$ cat src/hw/rtl/pfc_ram.sv
`timescale 1ns / 1ps
// ----------------------------------------------------------------------------
// pfc_ram
// Generic simple dual-port RAM, one write and one registered read port.
// ----------------------------------------------------------------------------
module pfc_ram #(
  parameter int WIDTH = 16,
  parameter int DEPTH = 256
) (
  input  logic                     clk,
  input  logic                     we,
  input  logic [$clog2(DEPTH)-1:0] waddr,
  input  logic [WIDTH-1:0]         wdata,
  input  logic [$clog2(DEPTH)-1:0] raddr,
  output logic [WIDTH-1:0]         rdata
);

  logic [WIDTH-1:0] mem [DEPTH];

  always_ff @(posedge clk) begin
    if (we) begin
      mem[waddr] <= wdata;
    end
    rdata <= mem[raddr];
  end

endmodule

$ cat config.mk
export PLATFORM = sky130hd
export DESIGN_NAME = pfc_ram
export DESIGN_NICKNAME = d
export VERILOG_FILES = /design/src/hw/rtl/pfc_ram.sv
export SDC_FILE = /design/constraint.sdc
export NUM_CORES = 2
export LEC_CHECK = 0
export BUFFER_PORTS_ARGS = -buffer_cell sky130_fd_sc_hd__buf_2
export CORE_ASPECT_RATIO = 2
export CORE_UTILIZATION = 50
export CTS_CLUSTER_DIAMETER = 80
export DETAILED_ROUTE_END_ITERATION = 6
export GPL_TIMING_DRIVEN = 0
export PLACE_DENSITY = 0.73
export SYNTH_ARGS = -nofsm -noshare
export SYNTH_HDL_FRONTEND = slang
export SYNTH_SLANG_ARGS = --single-unit
$ cat constraint.sdc
create_clock -name clk -period 3.2 [get_ports clk]
set_input_delay 0 -clock clk [delete_from_list [all_inputs] [get_ports clk]]
set_output_delay 0 -clock clk [all_outputs]
set_load 0.1 [all_outputs]
# After elaboration in Yosys (flattened, before gate mapping)
# Memory sizes are Yosys's and may differ from the RTL's. A register that Yosys moved wholly into a read port is not among the register bits.
# Cells that the tools add are included.
# word_totals
register_bits	0
latch_bits	0
mem_bits_rw	4096
rom_bits	0
input_bits	34
output_inout_bits	16
elab_cells	3
n_memories	1
# classes
add_sub_neg	0
mul	0
div_mod_pow	0
magnitude_cmp	0
n_eq_ne	0
n_shift	0
muxes	2
bitwise_logic	0
n_reduce_logical	0
# mem_list
memory	depth	width	rd	rd_ports_with_merged_regs	wr	line_no	rtl
mem	256	16	1	1	1	18	logic [WIDTH-1:0] mem [DEPTH];
# ops
cell	n
1-bit 2-to-1 mux	2

# Longest topological paths before layout
# logic_depth
word_depth	2
depth_mapped	12
mapped_depth_nobuf	6

# Worst setup path after synthesis
# OpenSTA, ideal clock, no wires.
# synth_timing
path_type	input to register
start	input waddr[3]
end	memory mem[235][0], enable pin
setup_ns	0.388
arrival_time_ns	1.777
required_ns	2.812
setup_slack_ns	1.035
cell_stages	6
path_buffers	3
path_cell_list	clkbuf_1 > nor2b_1 > clkbuf_1 > nand4_1 > clkbuf_1 > nor2_1
# synth_lines
item	line_no	rtl
from (decl)	12	input logic [$clog2(DEPTH)-1:0] waddr,
to (decl)	18	
# Straight into the memory's write port.

==> summary.txt <==
Worst-Margin Slew: 1.51 ns
crit path time final: 3.46 ns
fillers: 22200
RSZ-0062 raised after global routing: true
worst path arrival time: 4.23 ns
Detail Route Antenna Nets: 0
Max Cap Viol: 1
area share of the largest cell type after synthesis: 0.775
Die X: 400 µm
DR vias/cell: 6.65
largest family of logic cells by synthesized area: multiplexers
clock buffer depth: 4
leakage power: 57.3 nW
Post-Syn Area: 0.159 mm²
row cnt: 292
Final Core Density: 0.576
Routability Congestion: 1.04
post-route non-filler standard cell count: 12400
fraction of registers with async set/reset: 0
flop-to-flop setup slack: -0.10 ns
final period utilization: 1.08
Pre-antenna DRT Iters: 6
Post-Route WL: 557 mm
Gate Count Post-Synth: 7360
area grow syn2layout: 14.7%
synth top area cells: edfxtp_1 77%, mux4_2 11%, mux2i_1 3.6%, o221ai_1 1.4%, nor2_1 0.72%
failing checks: capacitance limit, slew limit, setup timing
clock skew: 0.0650 ns
Synth Area in Simple Gates: 0.0157
TritonCTS clock tree: done
FF-to-FF End: rdata[10]
slew margin rel.: -0.00814
dpl cells: 11800
worst reg2reg startpoint: mem[2][10]
Fmax: 289 MHz
number of global-route vias before repair: 83800
DP Wirelength: 401 mm
Syn Nets: 7394
Congestion Overflow GR: 0
TritonCTS buffer count: 347
Synth Area in XOR/XNOR: 0
Min-Delay Path Class: in -> reg
CTS sink cnt: 4112
initial DRC count: 10200
Post-synth EDFFs: 4096
Final nets: 8048
port bufs: 39
Residual DRC: 0
count of cell types in the netlist: 52
vias post-DR: 82700
Seq/Total Area, Yosys: 0.777
Worst EP required: 3.97 ns
Clk Latency, worst-skew pair: 0.97 ns
CP startpoint: raddr[2]
share of cells above drive strength 1: 0.280
Initial Util: 0.502
final worst setup slack: -0.259 ns
pwr dens: 607 mW/mm²
Avg WL per Cell: 44.8 µm
Synthesis Warnings: 0
Avg Inst Size Synth: 21.6 µm²
Synth Area in Adders: 0
Worst Setup EP: rdata[12]
CP Max Fanout: 10
first-pass GRT wire length: 736 mm
die area: 0.320 mm²
largest net degree at the start of global routing: 141
critical path endpoint category: register
R2R depth: 6
setup TNS: -1.82 ns
area occupied by multi-input gates: 0.0340 mm²
largest area contributor in the netlist: edfxtp_1
Clk pin slew, worst setup/hold paths: 0.07 ns
Placeable Area: 0.316 mm²
Setup violations, final: 14
Root Driver: clkbuf_16
top-level port count: 50
CP Launch Type: input port
antenna violations before repair: 40
Pins Over Slew Limit: 11
Final Hold Viols: 0
Peak VDD IR: 0.000424 V
Tot GR Track Use: 0.350
class of the most critical setup path: in -> reg
Die Span Y: 799 µm
status: finished, violations left
compound-cell area share of the yosys netlist: 0.0354
register area: 0.123 mm²
flops & latches, synth: 4112
Primary FF master, synth: edfxtp_1
Max H-tree Level: 5
mux cell area share after synthesis: 0.155
[routing by layer]
metal,part of all wire,GRT usage,vias up,routed length [µm]
met3,0.070,0.0658,1673,39200
met1,0.29,0.336,43500,160000
met2,0.51,0.596,5019,282000
met5,0.000054,0,-,30
met4,0.14,0.394,4,76700
li1,-,-,32600,-
[worst min-delay path by stage]
stage / depth (start not counted) / slack, ns / start / to
after detailed placement: 1 / 0.23 / wdata[9] / mem[183][9]
after floorplan: 0 / 0.1 / wdata[0] / mem[0][0]
after CTS: 2 / 0.02 / wdata[14] / mem[249][14]
final: 2 / 0.05 / wdata[14] / mem[249][14]
after global routing: 2 / 0.03 / wdata[14] / mem[248][14]
after global placement: 1 / 0.55 / rdata[2] / rdata[2]
[through the flow]
stage / hold WS, ns / worst slack [ns] / cell area (µm²) / power, mW
after floorplan: 0.0989 / 1.04 / 159000 / 63.8
after global placement: 0.551 / -3.88 / 164000 / 67.5
after detailed placement: 0.226 / -2.57 / 170000 / 67.6
after CTS: 0.0184 / 0.00278 / 182000 / 110
after global routing: 0.0302 / -0.0831 / 182000 / 112
final: 0.0483 / -0.259 / 182000 / 110
[Yosys cell counts, types with 11 or more instances]
master,n
buf_4,26
a211oi_1,18
a22o_1,32
nand4_1,26
and3_1,11
nand2_1,38
o31ai_1,16
buf_2,76
nor2_1,304
buf_6,77
o21ai_0,37
mux2i_1,565
o221ai_1,252
a22oi_1,43
a221oi_1,28
a21oi_1,175
mux2_2,88
nor4_1,17
edfxtp_1,4096
clkbuf_1,230
dfxtp_1,16
mux4_2,797
buf_1,27
o32ai_1,20
nor3_1,92
buf_8,11
o22ai_1,148
nand3_1,35
[cells by family (layout without fill, tap and decap cells)]
logic type / Yosys count / after routing
AND/OR/NAND/NOR: 556 / 556
flip-flops: 4112 / 4112
buffers and inverters: 456 / 1388
multiplexers: 1450 / 1450
AO/OA/AOI/OAI: 786 / 786
other: 0 / 31
[state kept, by name, summed over array words and instances (netlist names)]
| name | cells |
|---|---|
| mem | 4096 |
| rdata | 16 |
[worst max-delay path, stage by stage]
cell and delay [ns]:
buf_2 0.24, nand2b_1 0.21, buf_2 0.20, buf_1 0.43, clkbuf_1 0.52, o221ai_1 0.88, o22ai_1 0.20, nor3_1 0.63
nor4_2 0.20, nor4_2 0.67
[what timing repair did]
action,in CTS,in global routing
endpoints found under the hold margin,2307,0
setup buffers,0,0
setup endpoints to repair,32,15
pin swaps,7,4
resized for setup,183,43
hold buffers,22,0
[cells in the final DEF (no fill, tap or decap), drive strengths merged, types with 88 or more instances in the layout]
| cell type | synthesis | final |
|---|---|---|
| clkbuf | 230 | 638 |
| nor3 | 92 | 92 |
| buf | 222 | 506 |
| mux2 | 88 | 88 |
| a21oi | 175 | 175 |
| nor2 | 304 | 304 |
| mux4 | 797 | 797 |
| clkinv | 0 | 147 |
| o221ai | 253 | 253 |
| edfxtp | 4096 | 4096 |
| o22ai | 148 | 148 |
| mux2i | 565 | 565 |
[report_power, final]
group	internal, mW	total, mW	switching [mW]
Combinational	2.09	7.43	5.34
Clock	23.8	43.6	19.7
Sequential	59.3	59.4	0.0360
Total	85.3	110	25.1
[layout make-up]
cell class / instances / share of cell area
inverter: 4 / 0.0000963
tap: 4116 / 0.0283
clock buffer: 415 / 0.0498
buffer: 451 / 0.0160
antenna: 31 / 0.000426
sequential: 4112 / 0.678
multi-input combinational: 2792 / 0.187
clock inverter: 212 / 0.0125
timing repair buffer: 306 / 0.0282
No activity file was read; power rests on OpenSTA's default activity.
