### config.mk
export PLATFORM = sky130hd
export DESIGN_NAME = pfc_cfg
export DESIGN_NICKNAME = d
export VERILOG_FILES = /design/src/hw/rtl/pfc_pkg.sv /design/src/hw/rtl/pfc_cfg.sv
export SDC_FILE = /design/constraint.sdc
export NUM_CORES = 1
export LEC_CHECK = 0
export ABC_AREA = 1
export BUFFER_PORTS_ARGS = -buffer_cell sky130_fd_sc_hd__buf_4
export CAP_MARGIN = 20
export CORE_UTILIZATION = 48
export DETAILED_ROUTE_END_ITERATION = 12
export GPL_ROUTABILITY_DRIVEN = 1
export PLACE_DENSITY_LB_ADDON = 0.3
export SYNTH_ARGS = -nofsm -noshare
export SYNTH_HDL_FRONTEND = slang
export SYNTH_SLANG_ARGS = --single-unit
### constraint.sdc
create_clock -name clk -period 1.3 [get_ports clk]
set_clock_uncertainty 0.1 [all_clocks]
set_input_delay 0.065 -clock clk [delete_from_list [all_inputs] [get_ports clk]]
set_output_delay 0.065 -clock clk [all_outputs]
set_load 0.01 [all_outputs]
### src/hw/rtl/pfc_pkg.sv
`timescale 1ns / 1ps
// ----------------------------------------------------------------------------
// pfc_pkg
// Shared types, constants and the symbol function of the pulse classifier.
// ----------------------------------------------------------------------------
package pfc_pkg;

  localparam int MAX_PULSES_DEF = 256;

  localparam logic [31:0] FNV_START = 32'd2166136261;
  localparam logic [31:0] FNV_MUL   = 32'd16777619;
  localparam logic [7:0]  ODD_MARK  = 8'h10;
  localparam logic [3:0]  SYM_MAX   = 4'd15;
  localparam logic [7:0]  STREAK_MAX = 8'd255;
  localparam logic [6:0]  PCT_FULL  = 7'd100;

  localparam int CFG_ADDR_W = 5;

  typedef enum logic [2:0] {
    REG_GLITCH_FLOOR   = 3'd0,
    REG_GLITCH_CEILING = 3'd1,
    REG_REPEAT_DELTA   = 3'd2,
    REG_FAMILY_DELTA   = 3'd3,
    REG_COUNT_TOL      = 3'd4,
    REG_BASE_TOL_FLOOR = 3'd5,
    REG_ROLLING_MIN    = 3'd6,
    REG_NONE           = 3'd7
  } reg_idx_t;

  typedef enum logic [2:0] {
    V_BASELINE  = 3'd0,
    V_REPEATED  = 3'd1,
    V_CHANGED   = 3'd2,
    V_ROLLING   = 3'd3,
    V_DIFFERENT = 3'd4
  } verdict_t;

  typedef struct packed {
    logic [12:0] glitch_floor_us;
    logic [15:0] glitch_ceiling_us;
    logic [6:0]  repeat_delta_pct;
    logic [6:0]  family_delta_pct;
    logic [6:0]  count_tolerance_pct;
    logic [12:0] base_tolerance_floor_us;
    logic [7:0]  rolling_streak_min;
  } cfg_t;

  // round(d / base), held to 1..15
  function automatic logic [3:0] quantize(input logic [15:0] d, input logic [15:0] base);
    logic [20:0] rem;
    logic [20:0] trial;
    logic [3:0]  r;
    rem = 21'(d) + 21'(base >> 1);
    r   = '0;
    if (rem >= (21'(base) << 4)) begin
      r = SYM_MAX;
    end else begin
      for (int j = 3; j >= 0; j--) begin
        trial = 21'(base) << j;
        if (rem >= trial) begin
          rem  = rem - trial;
          r[j] = 1'b1;
        end
      end
    end
    if (r == 4'd0) r = 4'd1;
    return r;
  endfunction

endpackage

### src/hw/rtl/pfc_cfg.sv
`timescale 1ns / 1ps
// ----------------------------------------------------------------------------
// pfc_cfg
// APB register file holding the classifier thresholds.
// ----------------------------------------------------------------------------
module pfc_cfg (
  input  logic                             clk,
  input  logic                             rst,
  input  logic                             psel,
  input  logic                             penable,
  input  logic                             pwrite,
  input  logic [pfc_pkg::CFG_ADDR_W-1:0]   paddr,
  input  logic [31:0]                      pwdata,
  output logic [31:0]                      prdata,
  output logic                             pready,
  output pfc_pkg::cfg_t                    cfg
);

  pfc_pkg::reg_idx_t idx;

  assign idx    = pfc_pkg::reg_idx_t'(paddr[4:2]);
  assign pready = 1'b1;

  always_ff @(posedge clk) begin
    if (rst) begin
      cfg.glitch_floor_us        <= 13'd80;
      cfg.glitch_ceiling_us      <= 16'd5000;
      cfg.repeat_delta_pct       <= 7'd3;
      cfg.family_delta_pct       <= 7'd60;
      cfg.count_tolerance_pct    <= 7'd15;
      cfg.base_tolerance_floor_us <= 13'd100;
      cfg.rolling_streak_min     <= 8'd2;
    end else if (psel && penable && pwrite) begin
      case (idx)
        pfc_pkg::REG_GLITCH_FLOOR:   cfg.glitch_floor_us <= pwdata[12:0];
        pfc_pkg::REG_GLITCH_CEILING: cfg.glitch_ceiling_us <= pwdata[15:0];
        pfc_pkg::REG_REPEAT_DELTA:   cfg.repeat_delta_pct <= pwdata[6:0];
        pfc_pkg::REG_FAMILY_DELTA:   cfg.family_delta_pct <= pwdata[6:0];
        pfc_pkg::REG_COUNT_TOL:      cfg.count_tolerance_pct <= pwdata[6:0];
        pfc_pkg::REG_BASE_TOL_FLOOR: cfg.base_tolerance_floor_us <= pwdata[12:0];
        pfc_pkg::REG_ROLLING_MIN:    cfg.rolling_streak_min <= pwdata[7:0];
        default: ;
      endcase
    end
  end

  always_comb begin
    case (idx)
      pfc_pkg::REG_GLITCH_FLOOR:   prdata = 32'(cfg.glitch_floor_us);
      pfc_pkg::REG_GLITCH_CEILING: prdata = 32'(cfg.glitch_ceiling_us);
      pfc_pkg::REG_REPEAT_DELTA:   prdata = 32'(cfg.repeat_delta_pct);
      pfc_pkg::REG_FAMILY_DELTA:   prdata = 32'(cfg.family_delta_pct);
      pfc_pkg::REG_COUNT_TOL:      prdata = 32'(cfg.count_tolerance_pct);
      pfc_pkg::REG_BASE_TOL_FLOOR: prdata = 32'(cfg.base_tolerance_floor_us);
      pfc_pkg::REG_ROLLING_MIN:    prdata = 32'(cfg.rolling_streak_min);
      default:                     prdata = 32'd0;
    endcase
  end

endmodule

Yosys cells after proc, flatten, opt, wreduce, memory -nomap -nowiden
Index checks and enable logic that the tools add are counted.
Widths: inputs -> output; s select.
{ "totals": {"word_cells": 24, "out_inout_bits": 104, "ramBits": 0, "in_bits": 42, "ff_bits": 71, "rom_bits": 0, "latch_bits": 0, "mem_count": 0} }
{ "classes": {"div": 0, "multipliers": 0, "shift": 0, "addsub": 0, "mux": 1, "magnitude_cmp": 0, "reduce_logical": 10, "bitwise": 0, "eq_ne": 6} }
{ "op_table": {"columns": ["op", "n"], "rows": [
  ["$pmux 16 s7", 1],
  ["$reduce_and 2->1", 7],
  ["$eq 3x3->1 const B", 3],
  ["$eq 3x2->1 const B", 2],
  ["$eq 3x1->1 const B", 1],
  ["$logic_not 3->1", 1],
  ["$logic_and 1x1->1", 2]
]} }

Longest topological paths before layout
{ "logic_depth": {"depth_word": 3, "mapped_depth": 8, "mapped_depth_nobuf": 6} }

Least setup slack after synthesis
No wires, ideal clock.
{ "synth_timing": {"path_type": "input to register", "start": "in pwrite", "end": "reg cfg[11] in the netlist's numbering", "cell_stages": 7, "setup_ps": 113, "required_time_ps": 1087, "arrival_ps": 891, "slack_ps": 196, "path_buffers": 2, "path_cell_list": "nand3_1 buf_2 nor2_2 buf_2 nand2_1 nand2_1 nor2_1"} }
{ "synth_via": {"elab_chain_cells": 2} }
{ "synth_rtl": {"columns": ["item", "line_no", "rtl"], "rows": [
  ["start, declared", "pfc_cfg.sv:11", "input logic pwrite,"],
  ["$logic_and 1x1->1", "pfc_cfg.sv:33", "end else if (psel && penable && pwrite) begin"],
  ["$reduce_and 2->1 (no line)", null, null],
  ["end, declared", "pfc_cfg.sv:16", "output pfc_pkg::cfg_t cfg"]
]} }
No other way between the ends.
A chain may end at the register's enable or synchronous reset.

Worst setup path after layout
{ "layout_timing": {"start": "reg cfg[3] in the netlist's numbering", "end": "out prdata[3]"} }
{ "layout_via": {"elab_chain_cells": 1} }
{ "layout_rtl": {"columns": ["item", "line_no", "rtl"], "rows": [
  ["$pmux 16 s7", "pfc_cfg.sv:48", "case (idx)"],
  ["end, declared", "pfc_cfg.sv:14", "output logic [31:0] prdata,"]
]} }
No other way between the ends.

==> impl_metrics.ini <==
[timing]
fmax_mhz = 734
finalSetupViolCount = 7
hold_slack_ns = 0.0695
slew_viol_final = 0
period_share = 1.05
finalWorstSetupSlack_ns = -0.0627
hold_violations = 0
layout_min_cycle_time_ns = 1.36
rsz0062_at_grt = true

[final_layout]
top_regs = cfg (71)
antennaDiodeCount = 0
post-route-util = 0.719
nFillCells = 592
max_flop_register = cfg
fin_nets = 754
drive_above_1_share = 0.310
area_growth_pct = 45.5
largest_reg_flops = 71

[global_routing]
grt_max_degree = 72
overflow = 0
grt_pass1_wl_mm = 18.0
track_usage = 0.305
grt_pass1_vias = 3758
antenna_found_initial = 0

[run_status]
violations = negative setup slack
status = finished with violations

[floorplan]
row_count = 31
dieArea_um2 = 7770
num_io_pins = 146
core_um2 = 7210
initial_core_util = 0.494
die_h_um = 88.2
die_w_um = 88.2

[clocking]
cts-root-buf = clkbuf_8
cts_made_buffers = 9
clock-sinks = 71
clk_pin_slew_ns = 0.08
cts_buffer_depth = 2
clkLatencyLatePin_ns = 0.34
htree_levels = 3
cts_tree = done

[logic_synthesis]
seq_area_frac_synth = 0.399
yosysWarnings = 0
synth.avg_cell_area_um2 = 6.33
syn_area_um2 = 3560
synth_seq_cells = 71
synth_cells = 563
ys_types = 16

[drt]
firstDrtPassIters = 5
wl_per_cell_um = 14.1
drc = 0
dr_total_vias = 4175
drt-total-wl_mm = 11.5
avgViaCountPerCell = 5.12
drtAntennaViolNets = 0
drtIter0Drc = 317

[worst_setup_path]
endpoint_kind = primary output
worstPathRequired_ns = 1.13
crit_arrival_ns = 1.20
critPathLaunchType = flip-flop
critPathMaxFanout = 3
crit_type = reg2out

[placed_design]
dp_hpwl_mm = 7.78
gp_congestion = 0.940
io_buffers = 110

[power]
vdd_ir_drop_max_mv = 0.588
power.density_nw_per_um2 = 917
power.leakage_nw = 2.53

[job]
max_cap_violations = 0

[worst_hold_path]
worstHoldPathType = in2reg
==> synth_stat cells <==
cell | number | share of area
o21ai_0 | 4 | 0.0056
nand4_1 | 24 | 0.042
conb_1 | 2 | 0.0021
dfxtp_1 | 71 | 0.40
inv_2 | 3 | 0.0032
buf_4 | 19 | 0.040
buf_2 | 14 | 0.020
nor2_1 | 128 | 0.13
buf_1 | 6 | 0.0063
nor2_2 | 4 | 0.0070
clkbuf_1 | 7 | 0.0074
nor2_4 | 5 | 0.016
nand3_1 | 76 | 0.11
inv_1 | 27 | 0.028
nand2_1 | 171 | 0.18
clkinv_1 | 2 | 0.0021
==> cell type report <==
type,instances,area [um2],share of cell area
Timing Repair Buffer,169,1410,0.272
Sequential cell,71,1450,0.280
Clock buffer,10,138,0.0265
Inverter,32,120,0.0232
Clock inverter,6,68.8,0.0133
Multi-Input combinational cell,429,1870,0.361
Tap cell,99,124,0.0239
==> cell families (layout without fill, tap and decap cells) <==
kind of cell | Yosys count | count (layout) | share of synthesized area
other | 2 | 17 | 0.00211
DFF | 71 | 71 | 0.399
AOI/OAI and AO/OA | 4 | 4 | 0.00562
and+or+nand+nor | 408 | 408 | 0.486
buffers and inverters | 78 | 217 | 0.107
==> critical path: stages, from the launching register on <==
cell     delay [ns]
dfxtp_2        0.33
nand4_1        0.09
nand2_2        0.09
nor2_4         0.15
nand2_2        0.07
buf_6          0.12
==> metal layers <==
metal | global-route usage | vias to the layer above | part of all wire
met5 | 0 | - | 0
met4 | 0.152 | 0 | 0.032
met3 | 0.0895 | 25 | 0.092
met2 | 0.484 | 225 | 0.47
met1 | 0.378 | 1892 | 0.41
li1 | - | 2033 | -
==> timing repair <==
action                                  in CTS  in global routing
pin swaps                                   25                 15
gates resized for setup                     38                 13
endpoints found under the hold margin       39                  0
endpoints found under the setup margin       7                  9
hold buffers                                16                  0
setup buffers                               13                  1
==> power breakdown <==
part	switching, mW	internal (mW)	total (mW)	leakage, nW
clock	0.895	0.949	1.84	0.103
sequential	0.0233	2.20	2.23	0.580
combinational	0.395	0.291	0.686	1.85
total	1.31	3.44	4.76	2.53
==> metrics by stage <==
stage | TNS, ns | setup slack (ns) | area, um2 | cells | power (mW)
finish | -0.224 | -0.0627 | 5190 | 816 | 4.76
global route | -0.618 | -0.118 | 5190 | 816 | 4.92
CTS | -0.207 | -0.0525 | 5160 | 815 | 4.75
detailed placement | -0.00328 | -0.00328 | 4600 | 770 | 2.88
global placement | 0 | 0.0432 | 4600 | 770 | 2.87
floorplan | 0 | 0.196 | 3620 | 578 | 2.63
==> cell usage in the layout (no fill, tap or decap), types with 2 or more instances in the layout <==
master,instances
o21ai_0,4
buf_6,7
dlygate4sd3_1,16
nand2_2,7
clkbuf_8,10
buf_12,6
nand2_1,164
inv_1,26
nand3_2,2
inv_2,4
clkinv_1,2
nor2_4,8
dfxtp_2,26
clkinv_4,2
nand3_1,74
buf_4,140
conb_1,17
dfxtp_1,45
nor2_2,6
nor2_1,123
nand4_1,24
==> worst paths after layout <==
path | cells past startpoint | slack, ns | start | to
worst max-delay path | 5 | -0.06 | cfg[3] | prdata[3]
worst min-delay path | 4 | 0.07 | rst | cfg[50]
worst max register to register | 3 | 0.44 | cfg[10] | cfg[10]
worst min register to register | 2 | 0.39 | cfg[64] | cfg[64]
Note: power is estimated with default switching activity, not from simulation.
