File: config.mk
export PLATFORM = sky130hd
export DESIGN_NAME = pfc_div
export DESIGN_NICKNAME = d
export VERILOG_FILES = /design/src/hw/rtl/pfc_div.sv
export SDC_FILE = /design/constraint.sdc
export NUM_CORES = 1
export LEC_CHECK = 0
export ABC_AREA = 1
export CAP_MARGIN = 15
export CORE_ASPECT_RATIO = 2
export CORE_MARGIN = 8
export CORE_UTILIZATION = 45
export DETAILED_ROUTE_END_ITERATION = 10
export DONT_BUFFER_PORTS = 1
export PLACE_DENSITY = 0.63
export SYNTH_ARGS = -nofsm -noshare
export SYNTH_HDL_FRONTEND = slang
export SYNTH_SLANG_ARGS = --single-unit
File: constraint.sdc
create_clock -name clk -period 9.15 [get_ports clk]
set_clock_uncertainty 0.2 [all_clocks]
set_input_delay 1.83 -clock clk [delete_from_list [all_inputs] [get_ports clk]]
set_output_delay 1.83 -clock clk [all_outputs]
set_load 0.02 [all_outputs]
File: src/hw/rtl/pfc_div.sv
`timescale 1ns / 1ps
// ----------------------------------------------------------------------------
// pfc_div
// Restoring divider for the difference percentage, one quotient bit a cycle.
// ----------------------------------------------------------------------------
module pfc_div #(
  parameter int CW = 9
) (
  input  logic          clk,
  input  logic          rst,
  input  logic          start,
  input  logic [CW+6:0] num,
  input  logic [CW-1:0] den,
  output logic          done,
  output logic [6:0]    quo
);

  logic [CW+6:0] rem;
  logic [CW+6:0] trial;
  logic [2:0]    step;
  logic          run;

  assign trial = (CW+7)'(den) << step;

  always_ff @(posedge clk) begin
    if (rst) begin
      run  <= 1'b0;
      done <= 1'b0;
    end else begin
      done <= 1'b0;
      if (start) begin
        run  <= 1'b1;
        rem  <= num;
        step <= 3'd6;
        quo  <= '0;
      end else if (run) begin
        // quotient is known to fit in seven bits
        if (rem >= trial) begin
          rem       <= rem - trial;
          quo[step] <= 1'b1;
        end
        if (step == 3'd0) begin
          run  <= 1'b0;
          done <= 1'b1;
        end else begin
          step <= step - 3'd1;
        end
      end
    end
  end

endmodule

# Yosys cells after proc, flatten, opt, wreduce, memory -nomap -nowiden
# Cells that the tools add are included.
# word_totals
register_bits,28
input_bits,28
output_inout_bits,8
# op_classes
add_sub_neg,2
n_lt_le_gt_ge,3
n_eq_ne,1
shifts,1
mux,13
bitwise,3
reduce_logical,7
# op_table
op,count
2-to-1 mux 16 bit,3
>= comparator 16 bit,1
left shift 9 x 3 -> 16 bit,1
subtractor 16 bit,1
2-to-1 mux 7 bit,2
bitwise OR 7 bit,1
2-to-1 mux 3 bit,2
AND reduction 3 bit,2
2-to-1 mux 1 bit,5
"< comparator 3 x 4 -> 1 bit, second input constant",1
nonzero test 2 bit,2
demux 1 bit (select 3 bit),1
">= comparator 3 x 1 -> 1 bit, second input constant",1
logical NOT 3 bit,1
OR reduction 3 bit,1
"subtractor 3 x 1 -> 3 bit, second input constant",1
"!= test 2 bit, second input constant",1
NOT 1 bit,2
logical AND 1 bit,1

# Logic depth before layout (Yosys ltp)
# Gate-level depths: netlist (run 1).
# depth
depth_word,7
depth_mapped,18
mapped_depth_nobuf,18

# Least setup slack after synthesis (run 1)
# OpenSTA, ideal clock, no wires.
# synth_timing
path_kind,input to register
from,in den[8]
to,"reg quo[0], enable pin"
setup_time_ps,411
arrival_ps,4261
required_ps,8539
slack_ps,4278
cell_stages,12
path_cell_list,inv_1 -> o21ai_0 -> nand2_1 -> o21ai_0 -> nand2_1 -> ha_1 -> nand2_1 -> inv_1 -> nand3_1 -> nor3_1 -> nand2_1 -> a21oi_1
# synth_between
elab_chain_len,4
# synth_lines
item,line,source
"start, declared",13,"input logic [CW-1:0] den,"
left shift 9 x 3 -> 16 bit,23,assign trial = (CW+7)'(den) << step;
>= comparator 16 bit,38,if (rem >= trial) begin
nonzero test 2 bit (no line),-,
AND reduction 3 bit (no line),-,
"end signal, assigned",35,quo <= '0;
"end signal, assigned by index",40,quo[step] <= 1'b1;
"end, declared",15,output logic [6:0] quo
# No other way between the ends.
# A chain may end at the register's enable or synchronous reset.

# Worst setup path in the final report (run 1)
# layout_timing
from,in den[4]
to,"reg rem[1], enable pin"
# layout_between
elab_chain_len,4
# layout_lines
item,line,source
left shift 9 x 3 -> 16 bit,23,
>= comparator 16 bit,38,
nonzero test 2 bit (no line),-,
AND reduction 3 bit (no line),-,
"end signal, assigned",33,rem <= num;
"end signal, assigned",39,rem <= rem - trial;
"end, declared",18,logic [CW+6:0] rem;
# No other way between the ends.

==> results of run 1 <==
per-layer routing:
| layer | global-route usage, % | wire (um) | part of all wire (%) |
|---|---|---|---|
| met1 | 16.1 | 2390 | 37 |
| met2 | 30.5 | 3410 | 53 |
| met4 | 12.3 | 388 | 6.0 |
| met3 | 2.50 | 288 | 4.4 |
| met5 | 0 | 0 | 0 |
how the worst max path moves through the flow:
stage / end / slack (ns)
5_1_grt: rem[5]$_DFFE_PP_ / 4.40
3_5_place_dp: rem[5]$_DFFE_PP_ / 4.30
6_report: rem[1]$_DFFE_PP_ / 4.65
2_1_floorplan: quo[0]$_SDFFCE_PP0P_ / 4.28
4_1_cts: rem[5]$_DFFE_PP_ / 4.62
3_3_place_gp: quo[5]$_SDFFCE_PP0P_ / 4.37
cells in the mapped netlist (all sizes together):
cell type / number / area share, %
clkbuf: 2 / 0.30
o21a: 1 / 0.30
or2: 5 / 1.3
edfxtp: 26 / 31
inv: 57 / 8.6
a31oi: 2 / 0.50
xnor2: 1 / 0.35
nand4: 2 / 0.50
fa: 1 / 0.80
nand2: 155 / 24
buf: 9 / 1.8
o22ai: 3 / 0.75
xor2: 1 / 0.35
nor3b: 1 / 0.30
nor3: 7 / 1.4
o21bai: 1 / 0.30
a211o: 1 / 0.35
nand3: 26 / 5.2
o31ai: 1 / 0.30
dfxtp: 2 / 1.6
a21oi: 14 / 2.8
nor2: 18 / 2.7
ha: 18 / 9.0
a22o: 1 / 0.35
nand3b: 2 / 0.60
mux2i: 1 / 0.40
o21ai: 19 / 3.8
and2: 1 / 0.35
power by group through the flow:
stage          Clock (mW)  Sequential [mW]  Combinational [mW]
6_report            0.106            0.165               0.152
5_1_grt             0.111            0.167               0.176
4_1_cts             0.107            0.166               0.152
3_5_place_dp            0            0.169               0.151
3_3_place_gp            0            0.168               0.150
2_1_floorplan           0            0.165               0.123
logic make-up (layout without fill, tap and decap cells):
kind of cell	count (synthesis)	count (layout)
buffers and inverters	68	62
adder cells (fa/ha/maj)	19	19
XOR/XNOR	2	2
multiplexers	1	1
flip-flops	28	28
AND/OR/NAND/NOR	217	217
AO/OA/AOI/OAI	43	43
worst max-delay path, delay by kind of cell:
family,cells,cell delay (ns)
AOI/OAI and AO/OA,3,0.85
and+or+nand+nor,8,0.77
buffers and inverters,3,0.49
adders and majority gates,1,0.36
layout make-up:
| cell class | instances | share of cell area, % |
|---|---|---|
| clock buffer | 3 | 1.59 |
| clock inverter | 1 | 1.16 |
| inverter | 57 | 8.24 |
| multi-input combinational | 282 | 54.2 |
| sequential | 28 | 31.6 |
| tap | 60 | 2.89 |
| timing repair buffer | 1 | 0.289 |
stage by stage:
stage / power [mW] / std cells / area, sq um / utilization [%]
detailed placement: 0.320 / 428 / 2520 / 47.0
global placement: 0.318 / 428 / 2520 / 47.0
floorplan: 0.287 / 378 / 2490 / -
CTS: 0.425 / 432 / 2600 / 48.3
global route: 0.454 / 432 / 2600 / 48.3
finish: 0.423 / 432 / 2600 / 48.3
registers in the layout (all words and copies together), names as in the netlist:
| name | count |
|---|---|
| quo | 7 |
| run | 1 |
| step | 3 |
| done | 1 |
| rem | 16 |
==> reports/results.tsv, run 1 <==
metric	value	unit
status	completed	
combinational family with the most area after synthesis	simple AND/OR/NAND/NOR gates	
CP startpoint	den[4]	
area fraction in and, or, nand and nor cells after synthesis	35.9	%
hold path cells	1	
core area	0.00537	sq mm
setup TNS	0	ns
DPL Wire Length	5160	um
min Tclk post-route	4.50	ns
grt ovf	0	
Reg2Reg Depth	16	
initial drt markers	102	
die width	68.6	um
Post-Syn Nets	425	
H-Tree Depth	1	
Die ar.	0.00832	sq mm
max_cap viols	0	
Final Cycle Share	49.2	%
synthesis-to-finish area growth	4.22	%
Critical R2R Capture	rem[1]$_DFFE_PP_	
Critical R2R Launch	step[0]$_SDFFCE_PP0P_	
placer congestion estimate	0.891	
max-slew violations	0	
vias per cell	5.30	
I/O pin cnt	36	
CP Cell Sequence	nand2_1 > nand2_1 > inv_1 > nand2_1 > o21ai_0 > o22ai_1 > inv_1 > ha_1 > nand2_1 > nor2_1 > nand4_1 > nand3_1 > nand2_1 > a21oi_2 > buf_4	
reg-to-reg slack, setup	5.15	ns
vias in the first global route	2304	
final setup margin	4.65	ns
most common cell after layout, fill and taps aside	nand2_1	
# rows	38	
Initial DRT Pass Iterations	4	
CP Class	primary input to register	
Synth Area in Compound Gates	9.49	%
IO buf count	0	
Die Y	121	um
fraction of layout cells with a size suffix above 1	3.23	%
Post-CTS Resized	0	
Hold-fix buffers, CTS	0	
Least-Margin Pin Slew	0.731	ns
CTS clk-pin slew, worst paths	0.11	ns
critical path startpoint category	primary input	
Fill cells	609	
Reg power frac	39.0	%
hold path startpoint	run$_SDFF_PP0_	
clock sink total	28	
Pint	0.268	mW
Slew headroom	51.2	%
Clock Tree Buf Depth	2	
DRC Markers	0	
Crit. End Element	register	
hold worst-path end	done$_SDFF_PP0_	
via count	2290	
#FFs+latches synth	28	
fmax	222	MHz
Synth cell types	32	
Initial Util	46.4	%
largest net degree at the start of global routing	29	
Pwr Density	163	mW/mm^2
Final #Nets	420	
GRT Resource Usage Total	17.0	%
final setup vio count	0	
Yosys warnings	0	
CTS tree	yes	
initial antenna violation count	0	
most frequent cells in the layout	nand2_1, inv_1, nand3_1, edfxtp_1, o21ai_0	
Min-Delay Path Class	register to register	
sequential cell area	821	sq um
final hold vios	0	
peak supply drop	81.1	uV
CP max stage delay	0.57	ns
post-synthesis mux area share	0.402	%
combinational cell fraction of total power	35.8	%
CTS Buf Count	3	
register area share after synthesis	32.9	%
Synth Instances	378	
post-synthesis adder-cell area fraction	9.84	%
final WL	6480	um
Critical Path Most Common Cell	nand2_1	
Antenna Nets Post-Route	0	
Worst-Skew Late Latency	0.29	ns
crit path max-delay cell type	a21oi_2	
n_diodes	0	
first-pass GRT wire length	10700	um
Mapped Area	0.00249	sq mm
WL per Instance	15.0	um
buffer count from post-CTS setup fixing	0	
worst hold slack	0.291	ns
crit path max fanout	13	
Critical Path RT	8.96	ns
synthesized area per cell	6.59	sq um
leak pwr	1.33	nW
Net Sw Frac	36.6	%
WP data arrival	4.31	ns
switching pwr	0.155	mW
Post-Synth XOR/XNOR Area	0.703	%
Place WS	4.30	ns
unrepaired setup endpoints after global routing	false	
multi-input logic area	0.00141	sq mm
clock root buffer	clkbuf_8	
Clk network pwr share	25.2	%
Note: power is estimated with default switching activity, not from simulation.
==> run 2: changes to the inputs <==
Settings changed: PLACE_DENSITY 0.63 to 0.65.
Clock period 9.15 ns to 3.8 ns, I/O delays scaled along.
==> reports/results.tsv, run 2 (synthesized netlist as in run 1, its figures left out) <==
metric	value	unit	change
initial drt markers	157		+54%
max_cap viols	0		unchanged
max-slew violations	0		unchanged
Die ar.	0.00832	sq mm	unchanged
total power	1.01	mW	+140%
leak pwr	1.33	nW	+0.72%
core area	0.00537	sq mm	unchanged
setup TNS	0	ns	unchanged
WL per Instance	14.9	um	-0.95%
Slew headroom	51.5	%	+0.24 points
Antenna Nets Post-Route	0		unchanged
DRC Markers	0		unchanged
Critical R2R Capture	rem[13]$_DFFE_PP_		
Crit. End Element	register		
vias per cell	5.25		-0.90%
DPL Wire Length	5130	um	-0.45%
crit path max fanout	23		+10
H-Tree Depth	1		unchanged
most flop-heavy register	rem		
buffer count from post-CTS setup fixing	0		unchanged
Critical Path RT	3.57	ns	-5.39 ns
final WL	6450	um	-0.49%
Critical R2R Launch	step[0]$_SDFFCE_PP0P_		
hold path cells	1		unchanged
GRT Resource Usage Total	16.5	%	-0.44 points
largest net degree at the start of global routing	29		unchanged
DP Cell Count	430		+0.47%
status	completed		
critical path startpoint category	register		
synthesis-to-finish area growth	4.82	%	
vias in the first global route	2310		+0.26%
clock sink total	28		unchanged
CP Class	register to register		
Least-Margin Pin Slew	0.727	ns	-0.00360 ns
# rows	38		unchanged
initial antenna violation count	0		unchanged
fraction of layout cells with a size suffix above 1	3.74	%	+0.52 points
Initial Util	46.4	%	unchanged
grt ovf	0		unchanged
max FFs per register	16		unchanged
most common cell after layout, fill and taps aside	nand2_1		
Clock Tree Buf Depth	2		unchanged
most frequent cells in the layout	nand2_1, inv_1, nand3_1, edfxtp_1, o21ai_0		
reg-to-reg slack, setup	0.50	ns	-4.65 ns
CTS Buf Count	3		unchanged
placer congestion estimate	0.891		+0.10%
n_diodes	0		unchanged
final hold vios	0		unchanged
peak supply drop	254	uV	+210%
min Tclk post-route	3.30	ns	
IO buf count	0		unchanged
CTS clk-pin slew, worst paths	0.10	ns	about the same
Non-Filler Instances	434		+0.46%
hold path startpoint	run$_SDFF_PP0_		
clock root buffer	clkbuf_8		
Final #Nets	422		+0.48%
hold worst-path end	done$_SDFF_PP0_		
Die Y	121	um	unchanged
Reg2Reg Depth	16		unchanged
die width	68.6	um	unchanged
Pwr Density	387	mW/mm^2	+140%
worst hold slack	0.276	ns	-0.0150 ns
Final Cycle Share	87.0	%	
WP data arrival	3.07	ns	-1.24 ns
Min-Delay Path Class	register to register		
first-pass GRT wire length	10500	um	-1.6%
Worst-Skew Late Latency	0.29	ns	about the same
Initial DRT Pass Iterations	4		unchanged
Hold-fix buffers, CTS	0		unchanged
CTS tree	yes		
unrepaired setup endpoints after global routing	false		
biggest registers after layout	rem x16, quo x7, step x3		
via count	2280		-0.44%
I/O pin cnt	36		unchanged
Post-CTS Resized	0		unchanged
fmax	303	MHz	
final setup vio count	0		unchanged
[run 2: cell types whose count changed in the layout (fill, tap and decap cells not counted), sizes merged]
cell	previous run	this run
buf	1	3
[run 2: worst max-delay path, stage by stage, from the launching register on]
cell and delay [ns]:
edfxtp_1 0.39, inv_1 0.30, nand2_1 0.08, nand2_1 0.09
inv_1 0.05, nand2_1 0.05, o21ai_0 0.12, o22ai_1 0.15
inv_1 0.10, ha_1 0.36, nand2_1 0.09, nor2_1 0.22
nand4_1 0.12, nand3_1 0.10, nand2_1 0.06, a21oi_2 0.13
buf_4 0.33
[run 2: power breakdown]
part	internal (mW)	switching, mW	total, mW
Combinational	0.131	0.240	0.371
Clock	0.141	0.102	0.244
Sequential	0.375	0.0215	0.396
[run 2: per-layer routing]
layer  vias up  GRT usage, %  wire (um)
met2        56          30.8       3570
li1       1203             -          -
met5         -             0          0
met3        17          2.04        242
met4         0          9.03        280
met1      1004          16.2       2350
[run 2: cell type report]
cell class / count / area, sq um
multi-input cells: 282 / 1410
clock buffers: 3 / 41.3
well taps: 60 / 75.1
fillers: 574 / 2760
repair buffers: 3 / 22.5
flip-flops and latches: 28 / 821
inverters: 57 / 214
clock inverters: 1 / 30.0
[run 2: how the worst max path moves through the flow]
stage | endpoint | startpoint | cells past startpoint | slack, ns
floorplan | quo[0]$_SDFFCE_PP0P_ | den[8] | 12 | 0.49
global placement | rem[9]$_DFFE_PP_ | den[8] | 13 | 0.44
detailed placement | rem[7]$_DFFE_PP_ | den[8] | 13 | 0.44
CTS | rem[1]$_DFFE_PP_ | step[0]$_SDFFCE_PP0P_ | 16 | 0.51
global route | rem[13]$_DFFE_PP_ | step[0]$_SDFFCE_PP0P_ | 16 | 0.19
finish | rem[13]$_DFFE_PP_ | step[0]$_SDFFCE_PP0P_ | 16 | 0.50
[run 2: through the flow]
stage	area, sq um	utilization [%]	setup WS, ns
finish	2610	48.6	0.495
detailed placement	2540	47.3	0.441
global placement	2540	47.3	0.442
global route	2610	48.6	0.186
floorplan	2490	-	0.494
CTS	2610	48.6	0.513
==> run 3: changes to the inputs <==
Settings changed: REMOVE_ABC_BUFFERS from default to 1.
==> reports/results.tsv, run 3 (synthesized netlist as in run 1, its figures left out) <==
metric	value	unit	change
Core Util, Final	48.6	%	unchanged
Die ar.	0.00832	sq mm	unchanged
Pwr Density	391	mW/mm^2	+1.0%
buffer count from post-CTS setup fixing	0		unchanged
CTS tree	yes		
CP max stage delay	0.60	ns	+0.21 ns
crit path max-delay cell type	edfxtp_1		
final hold vios	0		unchanged
combinational cell fraction of total power	36.8	%	about the same
Final Cycle Share	86.1	%	-0.83 points
Crit. End Element	register		
Least-Margin Pin Slew	0.711	ns	-0.0162 ns
Initial Util	46.4	%	unchanged
biggest registers after layout	rem x16, quo x7, step x3		
via count	2285		+0.22%
clock root buffer	clkbuf_8		
grt ovf	0		unchanged
CTS Buf Count	3		unchanged
crit path max fanout	14		-39%
first-pass GRT wire length	10700	um	+1.8%
max_cap viols	0		unchanged
max-slew violations	0		unchanged
reg-to-reg slack, setup	0.53	ns	+0.03 ns
DRC Markers	0		unchanged
CP Class	register to register		
Critical R2R Capture	quo[5]$_SDFFCE_PP0P_		
Critical Path RT	3.60	ns	+0.03 ns
critical path startpoint category	register		
n_diodes	0		unchanged
core area	0.00537	sq mm	unchanged
Post-CTS Resized	0		unchanged
Min-Delay Path Class	register to register		
Reg2Reg Depth	13		-3
Pint	0.648	mW	+0.21%
final setup vio count	0		unchanged
Hold-fix buffers, CTS	0		unchanged
leak pwr	1.34	nW	about the same
hold path startpoint	run$_SDFF_PP0_		
GRT Resource Usage Total	17.1	%	+0.57 points
max FFs per register	16		unchanged
CP Cell Sequence	inv_1 > nor2_1 > inv_1 > o22ai_1 > inv_1 > ha_1 > nand2_1 > nor2_1 > nand4_1 > nand3_1 > nand2_1 > a21oi_2 > buf_4		
Critical Path Most Common Cell	inv_1		
switching pwr	0.372	mW	+2.5%
Slew headroom	52.6	%	+1.1 points
DP Cell Count	430		unchanged
peak supply drop	207	uV	-18%
vias in the first global route	2371		+2.6%
clock sink total	28		unchanged
# rows	38		unchanged
hold path cells	1		unchanged
Non-Filler Instances	434		unchanged
fraction of layout cells with a size suffix above 1	3.74	%	unchanged
Die Y	121	um	unchanged
synthesis-to-finish area growth	4.82	%	unchanged
IO buf count	0		unchanged
largest net degree at the start of global routing	29		unchanged
unrepaired setup endpoints after global routing	false		
status	completed		
I/O pin cnt	36		unchanged
Final #Nets	422		unchanged
Critical R2R Launch	step[2]$_SDFFCE_PP1P_		
Antenna Nets Post-Route	0		unchanged
hold worst-path end	done$_SDFF_PP0_		
initial antenna violation count	0		unchanged
placer congestion estimate	0.958		+7.4%
Worst-Skew Late Latency	0.30	ns	about the same
Reg power frac	38.8	%	-0.4 points
DPL Wire Length	5340	um	+4.0%
CTS clk-pin slew, worst paths	0.10	ns	about the same
Net Sw Frac	36.5	%	+0.52 points
Initial DRT Pass Iterations	4		unchanged
vias per cell	5.26		+0.22%
WL per Instance	15.3	um	+3.1%
final WL	6650	um	+3.1%
Clk network pwr share	24.4	%	+0.3 points
H-Tree Depth	1		unchanged
WP data arrival	3.07	ns	about the same
initial drt markers	97		-38%
most flop-heavy register	rem		
most frequent cells in the layout	nand2_1, inv_1, nand3_1, edfxtp_1, o21ai_0		
fmax	306	MHz	+0.96%
most common cell after layout, fill and taps aside	nand2_1		
Clock Tree Buf Depth	2		unchanged
worst hold slack	0.286	ns	+0.0102 ns
min Tclk post-route	3.27	ns	-0.0315 ns
die width	68.6	um	unchanged
run 3: cell counts in the layout (fill, tap and decap cells not counted):
Identical to the previous run, type by type.
run 3: worst max path at each step:
| stage | start | endpoint | slack [ns] | cells past startpoint |
|---|---|---|---|---|
| 2_1_floorplan | step[0]$_SDFFCE_PP0P_ | quo[0]$_SDFFCE_PP0P_ | -0.07 | 15 |
| 3_3_place_gp | den[8] | rem[11]$_DFFE_PP_ | 0.49 | 13 |
| 3_5_place_dp | den[8] | rem[8]$_DFFE_PP_ | 0.50 | 13 |
| 4_1_cts | step[2]$_SDFFCE_PP1P_ | quo[5]$_SDFFCE_PP0P_ | 0.53 | 13 |
| 5_1_grt | step[2]$_SDFFCE_PP1P_ | rem[8]$_DFFE_PP_ | 0.26 | 13 |
| 6_report | step[2]$_SDFFCE_PP1P_ | quo[5]$_SDFFCE_PP0P_ | 0.53 | 13 |
run 3: routing by layer:
layer | vias up | wire length [um] | global-route usage [%]
met5 | - | 0 | 0
met4 | 0 | 340 | 11.2
met3 | 24 | 241 | 2.22
met2 | 49 | 3660 | 32.0
met1 | 1010 | 2400 | 15.8
li1 | 1202 | - | -
run 3: per-stage QoR:
step           setup TNS (ns)  cell area (sq um)  setup WS, ns  total power, mW
5_1_grt                     0               2610         0.264             1.09
3_3_place_gp                0               2540         0.490            0.771
2_1_floorplan           -1.52               2440       -0.0661            0.684
3_5_place_dp                0               2540         0.503            0.775
6_report                    0               2610         0.527             1.02
4_1_cts                     0               2610         0.533             1.03
run 3: area by class of cell:
cell class | count | area (sq um)
Fill cell | 588 | 2760
Multi-Input combinational cell | 282 | 1410
Sequential cell | 28 | 821
Inverter | 57 | 214
Tap cell | 60 | 75.1
Clock buffer | 3 | 41.3
Clock inverter | 1 | 30.0
Timing Repair Buffer | 3 | 22.5
run 3: power by group through the flow:
stage	Clock (mW)	Combinational [mW]	Sequential, mW
finish	0.249	0.375	0.396
global route	0.264	0.430	0.399
CTS	0.258	0.374	0.397
detailed placement	0	0.371	0.404
global placement	0	0.368	0.403
floorplan	0	0.284	0.400
run 3: critical path, delay by kind of cell (launching register included):
kind                       cells  cell delay, ns
DFF                            1            0.60
adders and majority gates      1            0.36
and+or+nand+nor                6            0.75
AOI/OAI and AO/OA              2            0.31
buffers and inverters          4            0.74
